File: src/sv/socb_pkg.sv
// Package for the source-over constant color blend unit.
// Shared constants, register codes, path codes, stage enables and blend helpers.
// No dependencies.
package socb_pkg;

   localparam int ALPHA_SHIFT = 24;
   localparam int ALPHA_LANE  = (ALPHA_SHIFT / 8) % 4;
   localparam int NUM_LANES   = 4;
   localparam int CHAN_W      = 8;
   localparam int PIXEL_W     = NUM_LANES * CHAN_W;
   localparam int CSR_ADDR_W  = 3;
   localparam int CSR_DATA_W  = 32;

   localparam logic [CHAN_W-1:0] CHAN_MAX = 8'hFF;

   // word index of a csr, taken from paddr[2]
   typedef enum logic [0:0] {
      CSR_COLOR = 1'b0,
      CSR_MODE  = 1'b1
   } csr_reg_type;

   typedef enum logic [1:0] {
      PATH_ROW   = 2'd0,
      PATH_LERP  = 2'd1,
      PATH_SCALE = 2'd2
   } path_type;

   // load enables of the four pipeline stages
   typedef struct packed {
      logic s1;
      logic s2;
      logic s3;
      logic s4;
   } stage_en_type;

   // (x * 257) >> 16, x already carries the +128 rounding term
   function automatic logic [9:0] mul257_hi(input logic [16:0] x);
      logic [25:0] w;
      w = {9'd0, x} + {1'b0, x, 8'd0};
      return w[25:16];
   endfunction

   function automatic logic [CHAN_W-1:0] sat255(input logic [9:0] x);
      return (x > 10'd255) ? CHAN_MAX : x[CHAN_W-1:0];
   endfunction

endpackage

File: src/sv/socb_lane.sv
// One byte channel of the blend datapath, four register stages deep.
// Depends on socb_pkg (path codes, stage enables, mul257_hi, sat255).
module socb_lane (
   input  logic                  clock,
   input  socb_pkg::stage_en_type en,
   input  logic [7:0]            src_chan,
   input  logic [7:0]            src_alpha,
   input  logic [7:0]            dest_chan,
   input  logic [7:0]            coverage,
   input  socb_pkg::path_type    path_s1,
   input  socb_pkg::path_type    path_s3,
   input  logic [7:0]            sc_alpha,
   output logic [7:0]            sc_s2,
   output logic [7:0]            result
);
   import socb_pkg::*;

   // stage 1: products
   logic [15:0] psc_ff, pla_ff, plb_ff, prs_ff, prd_ff;
   logic [15:0] psc_in, pla_in, plb_in, prs_in, prd_in;
   logic [7:0]  dc1_ff;
   // stage 2: scaled source and the row / lerp sum
   logic [7:0]  sc2_ff, sc2_in, dc2_ff;
   logic [16:0] x2_ff, x2_in;
   // stage 3: row / lerp quotient, dest times inverse scaled alpha
   logic [9:0]  rdiv3_ff, rdiv3_in;
   logic [7:0]  sc3_ff;
   logic [15:0] prod3_ff, prod3_in;
   // stage 4: saturated result
   logic [9:0]  sum4;
   logic [9:0]  res4;
   logic [7:0]  out4_ff, out4_in;

   always_comb begin
      psc_in = {8'd0, src_chan} * {8'd0, coverage};
      pla_in = {8'd0, CHAN_MAX - coverage} * {8'd0, dest_chan};
      plb_in = {8'd0, coverage} * {8'd0, src_chan};
      prs_in = {8'd0, src_chan} * 16'd255 + 16'd128;
      prd_in = {8'd0, dest_chan} * {8'd0, CHAN_MAX - src_alpha};
   end

   always_comb begin
      sc2_in = sat255(mul257_hi({1'b0, psc_ff} + 17'd128));
      if (path_s1 == PATH_ROW) begin
         x2_in = {1'b0, prs_ff} + {1'b0, prd_ff};
      end else begin
         x2_in = {1'b0, pla_ff} + {1'b0, plb_ff} + 17'd128;
      end
   end

   always_comb begin
      rdiv3_in = mul257_hi(x2_ff);
      prod3_in = {8'd0, dc2_ff} * {8'd0, CHAN_MAX - sc_alpha};
   end

   always_comb begin
      sum4 = {2'd0, sc3_ff} + mul257_hi({1'b0, prod3_ff} + 17'd128);
      res4 = (path_s3 == PATH_SCALE) ? sum4 : rdiv3_ff;
      out4_in = sat255(res4);
   end

   always_ff @(posedge clock) begin
      if (en.s1) begin
         psc_ff <= psc_in;
         pla_ff <= pla_in;
         plb_ff <= plb_in;
         prs_ff <= prs_in;
         prd_ff <= prd_in;
         dc1_ff <= dest_chan;
      end
      if (en.s2) begin
         sc2_ff <= sc2_in;
         x2_ff  <= x2_in;
         dc2_ff <= dc1_ff;
      end
      if (en.s3) begin
         rdiv3_ff <= rdiv3_in;
         sc3_ff   <= sc2_ff;
         prod3_ff <= prod3_in;
      end
      if (en.s4) begin
         out4_ff <= out4_in;
      end
   end

   assign sc_s2  = sc2_ff;
   assign result = out4_ff;

endmodule

File: src/sv/src_over_constant_color_blend_unit.sv
// Top level of the source-over constant color blend unit.
// Depends on socb_pkg and socb_lane.
//
// Blends the premultiplied color in csr source_color onto a stream of destination
// pixels, one word per pixel. Each word passes through the four-stage datapath
// (multiply, sum and scale, divide by 255, add and saturate) that every channel
// runs in parallel; the rate is one pixel per clock while the output is not
// stalled. Bubbles between stages are filled while the output is stalled.
// full_coverage_mode = 1 blends whole rows and ignores coverage. Write the csrs only
// while no word is in flight.
module src_over_constant_color_blend_unit (
   input  logic                           clock,
   input  logic                           reset,
   // slave side
   input  logic                           req_tvalid,
   output logic                           req_tready,
   input  logic [39:0]                    req_tdata,   // dest_pixel[31:0], coverage[39:32]
   input  logic                           req_tlast,   // row_end
   input  logic                           req_tuser,   // block_end
   // master side
   output logic                           rsp_tvalid,
   input  logic                           rsp_tready,
   output logic [31:0]                    rsp_tdata,   // blended_pixel[31:0]
   output logic                           rsp_tlast,   // row_end_out
   output logic                           rsp_tuser,   // block_end_out
   // csr port
   input  logic                           csr_psel,
   input  logic                           csr_penable,
   input  logic                           csr_pwrite,
   input  logic [socb_pkg::CSR_ADDR_W-1:0] csr_paddr,
   input  logic [socb_pkg::CSR_DATA_W-1:0] csr_pwdata,
   output logic [socb_pkg::CSR_DATA_W-1:0] csr_prdata,
   output logic                           csr_pready
);
   import socb_pkg::*;

   logic [PIXEL_W-1:0] color_ff, color_in;
   logic               mode_ff, mode_in;
   logic               csr_wr;
   csr_reg_type        csr_sel;

   logic [7:0]         src_alpha;
   logic [7:0]         cov_in;
   logic [PIXEL_W-1:0] dest_in;
   path_type           path_in;
   path_type           path1_ff, path2_ff, path3_ff;

   logic               v1_ff, v2_ff, v3_ff, v4_ff;
   logic               v1_in, v2_in, v3_in, v4_in;
   logic               rdy1, rdy2, rdy3, rdy4;
   stage_en_type       en;

   logic [3:0]         last_ff, user_ff;

   logic [7:0]         sc_s2 [NUM_LANES];
   logic [7:0]         lane_out [NUM_LANES];

   // csr access
   assign csr_pready = 1'b1;
   assign csr_sel    = csr_reg_type'(csr_paddr[2]);
   assign csr_wr     = csr_psel && csr_penable && csr_pwrite && csr_pready;

   always_comb begin
      color_in = color_ff;
      mode_in  = mode_ff;
      if (csr_wr) begin
         case (csr_sel)
            CSR_COLOR: color_in = csr_pwdata[PIXEL_W-1:0];
            CSR_MODE:  mode_in  = csr_pwdata[0];
            default:   ;
         endcase
      end
   end

   always_comb begin
      case (csr_sel)
         CSR_COLOR: csr_prdata = color_ff;
         CSR_MODE:  csr_prdata = {{(CSR_DATA_W-1){1'b0}}, mode_ff};
         default:   csr_prdata = '0;
      endcase
   end

   // pipeline flow: a stage loads when it is empty or its successor moves
   always_comb begin
      rdy4 = !v4_ff || rsp_tready;
      rdy3 = !v3_ff || rdy4;
      rdy2 = !v2_ff || rdy3;
      rdy1 = !v1_ff || rdy2;
      en.s1 = rdy1;
      en.s2 = rdy2;
      en.s3 = rdy3;
      en.s4 = rdy4;
      v1_in = rdy1 ? req_tvalid : v1_ff;
      v2_in = rdy2 ? v1_ff : v2_ff;
      v3_in = rdy3 ? v2_ff : v3_ff;
      v4_in = rdy4 ? v3_ff : v4_ff;
   end

   assign req_tready = rdy1;

   assign dest_in   = req_tdata[PIXEL_W-1:0];
   assign cov_in    = req_tdata[39:32];
   assign src_alpha = color_ff[ALPHA_LANE*CHAN_W +: CHAN_W];

   always_comb begin
      if (mode_ff) begin
         path_in = PATH_ROW;
      end else if (src_alpha == CHAN_MAX) begin
         path_in = PATH_LERP;
      end else begin
         path_in = PATH_SCALE;
      end
   end

   always_ff @(posedge clock) begin
      if (reset) begin
         color_ff <= '0;
         mode_ff  <= 1'b0;
         v1_ff    <= 1'b0;
         v2_ff    <= 1'b0;
         v3_ff    <= 1'b0;
         v4_ff    <= 1'b0;
      end else begin
         color_ff <= color_in;
         mode_ff  <= mode_in;
         v1_ff    <= v1_in;
         v2_ff    <= v2_in;
         v3_ff    <= v3_in;
         v4_ff    <= v4_in;
      end
   end

   // side bands and path codes ride along with the data
   always_ff @(posedge clock) begin
      if (en.s1) begin
         path1_ff   <= path_in;
         last_ff[0] <= req_tlast;
         user_ff[0] <= req_tuser;
      end
      if (en.s2) begin
         path2_ff   <= path1_ff;
         last_ff[1] <= last_ff[0];
         user_ff[1] <= user_ff[0];
      end
      if (en.s3) begin
         path3_ff   <= path2_ff;
         last_ff[2] <= last_ff[1];
         user_ff[2] <= user_ff[1];
      end
      if (en.s4) begin
         last_ff[3] <= last_ff[2];
         user_ff[3] <= user_ff[2];
      end
   end

   for (genvar i = 0; i < NUM_LANES; i++) begin : g_lane
      socb_lane u_lane (
         .clock     (clock),
         .en        (en),
         .src_chan  (color_ff[i*CHAN_W +: CHAN_W]),
         .src_alpha (src_alpha),
         .dest_chan (dest_in[i*CHAN_W +: CHAN_W]),
         .coverage  (cov_in),
         .path_s1   (path1_ff),
         .path_s3   (path3_ff),
         .sc_alpha  (sc_s2[ALPHA_LANE]),
         .sc_s2     (sc_s2[i]),
         .result    (lane_out[i])
      );
      assign rsp_tdata[i*CHAN_W +: CHAN_W] = lane_out[i];
   end

   assign rsp_tvalid = v4_ff;
   assign rsp_tlast  = last_ff[3];
   assign rsp_tuser  = user_ff[3];

   // a full pipe with a stalled output must refuse new words
   assert property (@(posedge clock) disable iff (reset)
      (v1_ff && v2_ff && v3_ff && v4_ff && !rsp_tready) |-> !req_tready)
      else $error("pipe full and stalled but input still taken");

   // an accepted word lands in stage 1
   assert property (@(posedge clock) disable iff (reset)
      (req_tvalid && req_tready) |=> v1_ff)
      else $error("accepted word lost at stage 1");

   // a valid stage 1 word moves on when stage 2 can load
   assert property (@(posedge clock) disable iff (reset)
      (v1_ff && rdy2) |=> v2_ff)
      else $error("word lost between stage 1 and stage 2");

endmodule

File: config.mk
export PLATFORM = sky130hd
export DESIGN_NAME = src_over_constant_color_blend_unit
export DESIGN_NICKNAME = d
export VERILOG_FILES = /design/src/sv/socb_pkg.sv /design/src/sv/socb_lane.sv /design/src/sv/src_over_constant_color_blend_unit.sv
export SDC_FILE = /design/constraint.sdc
export NUM_CORES = 2
export LEC_CHECK = 0
export ABC_CLOCK_PERIOD_IN_PS = 23800
export BUFFER_PORTS_ARGS = -buffer_cell sky130_fd_sc_hd__buf_4
export CORE_MARGIN = 4
export CORE_UTILIZATION = 60
export CTS_BUF_LIST = sky130_fd_sc_hd__clkbuf_16
export CTS_CLUSTER_DIAMETER = 30
export DETAILED_ROUTE_END_ITERATION = 8
export PLACE_DENSITY_LB_ADDON = 0.08
export SYNTH_ARGS = -nofsm -noshare
export SYNTH_HDL_FRONTEND = slang
export SYNTH_SLANG_ARGS = --single-unit
export TNS_END_PERCENT = 30
File: constraint.sdc
create_clock -name clock -period 23.8 [get_ports clock]
set_input_delay 1.19 -clock clock [delete_from_list [all_inputs] [get_ports clock]]
set_output_delay 1.19 -clock clock [all_outputs]
set_load 0.02 [all_outputs]
# [Word level (Yosys, flattened, before mapping)]
# Index checks and enable logic that the tools add are counted.
[classes] mux=10 n_eq_ne=2 reduce_logical=13 add_sub_neg=43 n_lt_le_gt_ge=8 multipliers=20 bitwise_logic=1
[op_table] operator="$add 17x25->26" n=12
[op_table] operator="$mul 8x8->16" n=16
[op_table] operator="$add 16x16->17" n=8
[op_table] operator="$add 16x8->17 const B" n=8
[op_table] operator="$gt 10x8->1 const B" n=8
[op_table] operator="$add 17x8->17 const B" n=4
[op_table] operator="$mux 17" n=4
[op_table] operator="$add 16x8->16 const B" n=4
[op_table] operator="$mul 8x8->16 const B" n=4
[op_table] operator="$pmux 32 s2" n=1
[op_table] operator="$add 8x10->10" n=4
[op_table] operator="$mux 10" n=4
[op_table] operator="$sub 8x8->8 const A" n=3
[op_table] operator="$eq 8x8->1 const B" n=1
[op_table] operator="$logic_not 1->1" n=4
[op_table] operator="$logic_or 1x1->1" n=4
[op_table] operator="$reduce_and 2->1" n=2
[op_table] operator="$eq 2x2->1 const B" n=1
[op_table] operator="$logic_and 1x1->1" n=2
[op_table] operator="$logic_not 2->1" n=1
[op_table] operator="$mux 2" n=1
[op_table] operator="$not 1->1" n=1
[totals] input_bits=84 ff_bits=639 word_cells=162

# [Longest topological paths before layout]
[logic_depth] word_depth=5 mapped_depth=23

# [Hierarchy]
# From an unflattened synthesis, not the netlist that was laid out.
[unflattened] cells_unflattened=7101 hier_area_um2=72862.4
[modules_own_cells] mod="socb_lane at g_lane[2].u_lane" cells_each=1733 area_per_inst_um2=17725.8 n_inst=1 seq_area_each_um2=4414.2
[modules_own_cells] mod="socb_lane at g_lane[0].u_lane" cells_each=1714 area_per_inst_um2=17678.2 n_inst=1 seq_area_each_um2=4414.2
[modules_own_cells] mod="socb_lane at g_lane[3].u_lane" cells_each=1738 area_per_inst_um2=17605.6 n_inst=1 seq_area_each_um2=4414.2
[modules_own_cells] mod="socb_lane at g_lane[1].u_lane" cells_each=1701 area_per_inst_um2=17514.3 n_inst=1 seq_area_each_um2=4414.2
[modules_own_cells] mod="src_over_constant_color_blend_unit" cells_each=215 area_per_inst_um2=2338.5 n_inst=1 seq_area_each_um2=1161.1

# [Worst setup path before layout]
# No wires, ideal clock.
[synth_path] kind="input-to-output" start="input rsp_tready" end="output req_tready" cell_stages=3 required_ns=22.610 n_path_buf=0 t_arrival_ns=7.701 path_slack_ns=14.909 path_cell_list="nor2b_1 > and3_1 > nand2_1"
[synth_via] elab_chain_cells=4
[synth_lines] item="from (decl)" line="src_over_constant_color_blend_unit.sv:22" rtl="input logic rsp_tready,"
[synth_lines] item="$logic_or 1x1->1" line="src_over_constant_color_blend_unit.sv:85" rtl="rdy4 = !v4_ff || rsp_tready;"
[synth_lines] item="$logic_or 1x1->1" line="src_over_constant_color_blend_unit.sv:86" rtl="rdy3 = !v3_ff || rdy4;"
[synth_lines] item="$logic_or 1x1->1" line="src_over_constant_color_blend_unit.sv:87" rtl="rdy2 = !v2_ff || rdy3;"
[synth_lines] item="$logic_or 1x1->1" line="src_over_constant_color_blend_unit.sv:88" rtl="rdy1 = !v1_ff || rdy2;"
[synth_lines] item="to (decl)" line="src_over_constant_color_blend_unit.sv:16" rtl="output logic req_tready,"
# Every way passes these cells.

# [Worst setup path after layout]
[layout_path] start="register g_lane[3].u_lane.prod3_ff[7]" end="register g_lane[3].u_lane.out4_ff[6] (data pin)"
[layout_via] elab_chain_cells=5
[layout_lines] item="from (decl)" line="socb_lane.sv:28" rtl="logic [15:0] prod3_ff, prod3_in;"
[layout_lines] item="from (signal assigned)" line="socb_lane.sv:79" rtl="prod3_ff <= prod3_in;"
[layout_lines] item="$add 16x8->17 (*)" line="socb_lane.sv:57" rtl="sum4 = {2'd0, sc3_ff} + mul257_hi({1'b0, prod3_ff} + 17'd128);"
[layout_lines] item="$add 17x25->26 (*)" line="socb_pkg.sv:39" rtl="w = {9'd0, x} + {1'b0, x, 8'd0};"
[layout_lines] item="$add 8x10->10 (*)" line="socb_lane.sv:57"
[layout_lines] item="$mux 10 (*)" line="socb_lane.sv:58" rtl="res4 = (path_s3 == PATH_SCALE) ? sum4 : rdiv3_ff;"
[layout_lines] item="$gt 10x8->1" line="socb_pkg.sv:44" rtl="return (x > 10'd255) ? CHAN_MAX : x[CHAN_W-1:0];"
[layout_lines] item="to (signal assigned)" line="socb_lane.sv:82" rtl="out4_ff <= out4_in;"
[layout_lines] item="to (decl)" line="socb_lane.sv:32" rtl="logic [7:0] out4_ff, out4_in;"
# Every way passes the cells marked *; elsewhere a longest branch is shown, timed or not.
# A chain may end at the register's enable or synchronous reset.

==> impl_metrics.tcl <==
set metrics [dict create \
    port_buffers 149 \
    vias_per_cell 5.589 \
    fin_nets 9225 \
    cts_tree "built" \
    core-area_um2 120000 \
    rows 127 \
    rsz0062_at_grt "false" \
    powerDensity_nw_per_um2 99.62 \
    pre_cts_ws_ps 17460 \
    dr.pass1.iters 6 \
    io_pins 153 \
    vdd_ir_drop_max_uv 84.35 \
    via_count 50930 \
    worst_slew_pin_slew_ps 1133 \
    ys_ff_latch 639 \
    yosysSeqAreaShare 0.2594 \
    synthCells 7236 \
    grt_util_all_layers 0.2740 \
    yosysUniqueCellTypes 89 \
    htree_levels 4 \
    grt_pass1_vias 52480 \
    clock_path_buffers 3 \
    outcome "completed" \
    area_growth_pct 10.93 \
    synthFlopType "edfxtp_1" \
    cap_violations 0 \
    arrival_ps 6210 \
    hpwl_um 126800 \
    grt_pass1_wl_um 274900 \
    grt-ovfl-total 0 \
    drive_gt1_frac 0.06792 \
    min_period_ps 5691 \
    syn_area_per_cell_um2 10.03 \
    yosysTopAreaCellShare 0.2492 \
    cp.required_ps 24320 \
    fin_crit_sh 0.2391 \
    grt_max_degree 126 \
    synthesis.area_um2 72560 \
    cp-start-kind "flip-flop" \
    start_util 0.6048 \
    dieArea_um2 126600 \
    routed_wl_um 168800 \
    die_x_um 355.7 \
    postCtsSetupBuffers 0 \
    timing.fmax_mhz 175.7 \
    clock_skew_ps 38.05 \
    finalWorstSetupSlack_ps 18110 \
    end_kind "flip-flop" \
    antenna_left 0 \
    post-route-drc-count 0 \
    antenna_found_initial 11 \
    gp_congestion 0.8718 \
    cts_hold_buf 0 \
    cts_made_buffers 155 \
    root_buffer "clkbuf_16" \
    first_iter_violations 3311 \
    clk_pin_slew_ps 50 \
    hold_violations 0 \
    synth_edf_count 602 \
    setup-violations-final 0 \
    syn_nets 9092 \
    synth_area_leaders "edfxtp_1, fa_1, ha_1, inv_1, nor2b_1" \
    critPathKind "reg -> reg" \
    setup-tns-final_ps 0 \
    die_h_um 355.7 \
    slew_headroom 0.2450 \
    drv_slew 0 \
    drt-wirelength-per-cell_um 18.53 \
    cts_resized 0 \
    p_leak_uw 0.03943 \
    worstPathMaxFanout 8 \
    cts.sinks 639 \
    clk_latency_ps 800 \
    async_reset_ff_frac 0 \
    synth.largest_area_cell "edfxtp_1" \
    hold_path_class "reg -> reg" \
    yosysWarnings 0 \
]
worst paths after layout:
check / slack, ps / depth (start not counted) / startpoint / to
min reg2reg: 410 / 0 / g_lane[0].u_lane.dc1_ff[6] / g_lane[0].u_lane.dc2_ff[6]
max: 18110 / 21 / g_lane[3].u_lane.prod3_ff[7] / g_lane[3].u_lane.result[6]
min: 410 / 0 / g_lane[0].u_lane.dc1_ff[6] / g_lane[0].u_lane.dc2_ff[6]
max reg2reg: 18110 / 21 / g_lane[3].u_lane.prod3_ff[7] / g_lane[3].u_lane.result[6]
through the flow:
stage,cell area [um^2],power [uW],utilization,cells,hold slack (ps)
floorplan,72560,4983,-,7236,400.3
global placement,75230,5816,0.6271,8824,400.3
detailed placement,75230,5918,0.6271,8824,404.5
CTS,80470,8063,0.6707,9106,403.3
global route,80480,8694,0.6708,9109,411.3
finish,80480,8018,0.6709,9112,406.4
cells in the final DEF, fill, tap and decap left out, types with 28 or more instances in the layout:
cell       synthesis  final
a21boi_0          49     49
a21o_1            67     67
a21oi_1          261    261
a31oi_1           31     31
and2_1           179    179
and3_1            36     36
buf_4              1    188
clkbuf_16          0    158
dfxtp_1           37     32
edfxtp_1         602    602
fa_1             708    708
ha_1            1064   1064
inv_1           1077   1095
nand2_1          507    505
nand2b_1         301    301
nand3_1          102    102
nor2_1           328    326
nor2b_1          512    512
nor3_1            79     79
o21a_1            39     39
o21ai_0          184    184
or2_2             28     28
or3_1             45     45
xnor2_1          337    337
xor2_1           122    122
cells in the mapped netlist, drive strengths merged (26+ instances only):
cell type	instances
a21boi	49
a21o	67
a21oi	261
a31oi	31
and2	179
and3	37
clkbuf	191
dfxtp	37
edfxtp	602
fa	708
ha	1064
inv	1077
nand2	507
nand2b	301
nand3	102
nor2	329
nor2b	512
nor3	80
o211ai	26
o21a	39
o21ai	185
or2	28
or3	45
xnor2	338
xor2	122
final cells by class:
type / count / area (um^2)
inverters: 1077 / 4048
flip-flops and latches: 639 / 18820
multi-input cells: 5307 / 48910
fillers: 9447 / 39490
repair buffers: 189 / 1431
clock buffers: 158 / 3954
well taps: 1612 / 2017
clock inverters: 124 / 1280
diodes: 6 / 15.01
worst max-delay path: stages (launching register included):
cell      delay, ps
edfxtp_1        440
ha_1            320
inv_1            80
or2_2           320
xnor2_1         360
ha_1            320
nor2b_1         150
o41ai_1         440
o22ai_1         140
or2_2           350
maj3_1          340
nand2_1          90
xnor2_1          80
ha_1            340
a21o_1          120
a21oi_1          90
o21bai_1        150
a21oi_1         110
nand3b_1        180
or4_1           530
o211ai_2        350
o211ai_1        140
kinds of logic (layout without fill, tap and decap cells):
kind of cell             Yosys count  after routing  share of synthesized area
AO/OA/AOI/OAI                    879            879                    0.07958
XOR/XNOR                         460            460                    0.05563
adder cells (fa/ha/maj)         1775           1775                     0.3793
buffers and inverters           1290           1548                    0.06689
flip-flops                       639            639                     0.2594
multiplexers                      18             18                   0.002500
other                              1              7                 0.00005168
AND/OR/NAND/NOR                 2174           2174                     0.1567
flip-flops by register name, indices dropped and copies added (netlist names), 40 cells and up:
| signal | flops |
|---|---|
| g_lane.u_lane.prs_ff | 64 |
| g_lane.u_lane.x2_ff | 68 |
| g_lane.u_lane.prd_ff | 64 |
| g_lane.u_lane.pla_ff | 64 |
| g_lane.u_lane.rdiv3_ff | 40 |
| g_lane.u_lane.prod3_ff | 64 |
per-layer routing:
layer | vias up | global-route usage | part of all wire
met4 | 4 | 0.08591 | 0.031
li1 | 24210 | - | -
met5 | - | 0 | 0.000077
met2 | 1305 | 0.4440 | 0.46
met1 | 25120 | 0.3789 | 0.45
met3 | 287 | 0.04632 | 0.058
where the power goes:
group / switching (uW) / internal, uW / total [uW]
Combinational: 2180 / 1810 / 3990
Sequential: 207 / 1750 / 1960
Clock: 716 / 1360 / 2070
Note: power is estimated with default switching activity, not from simulation.
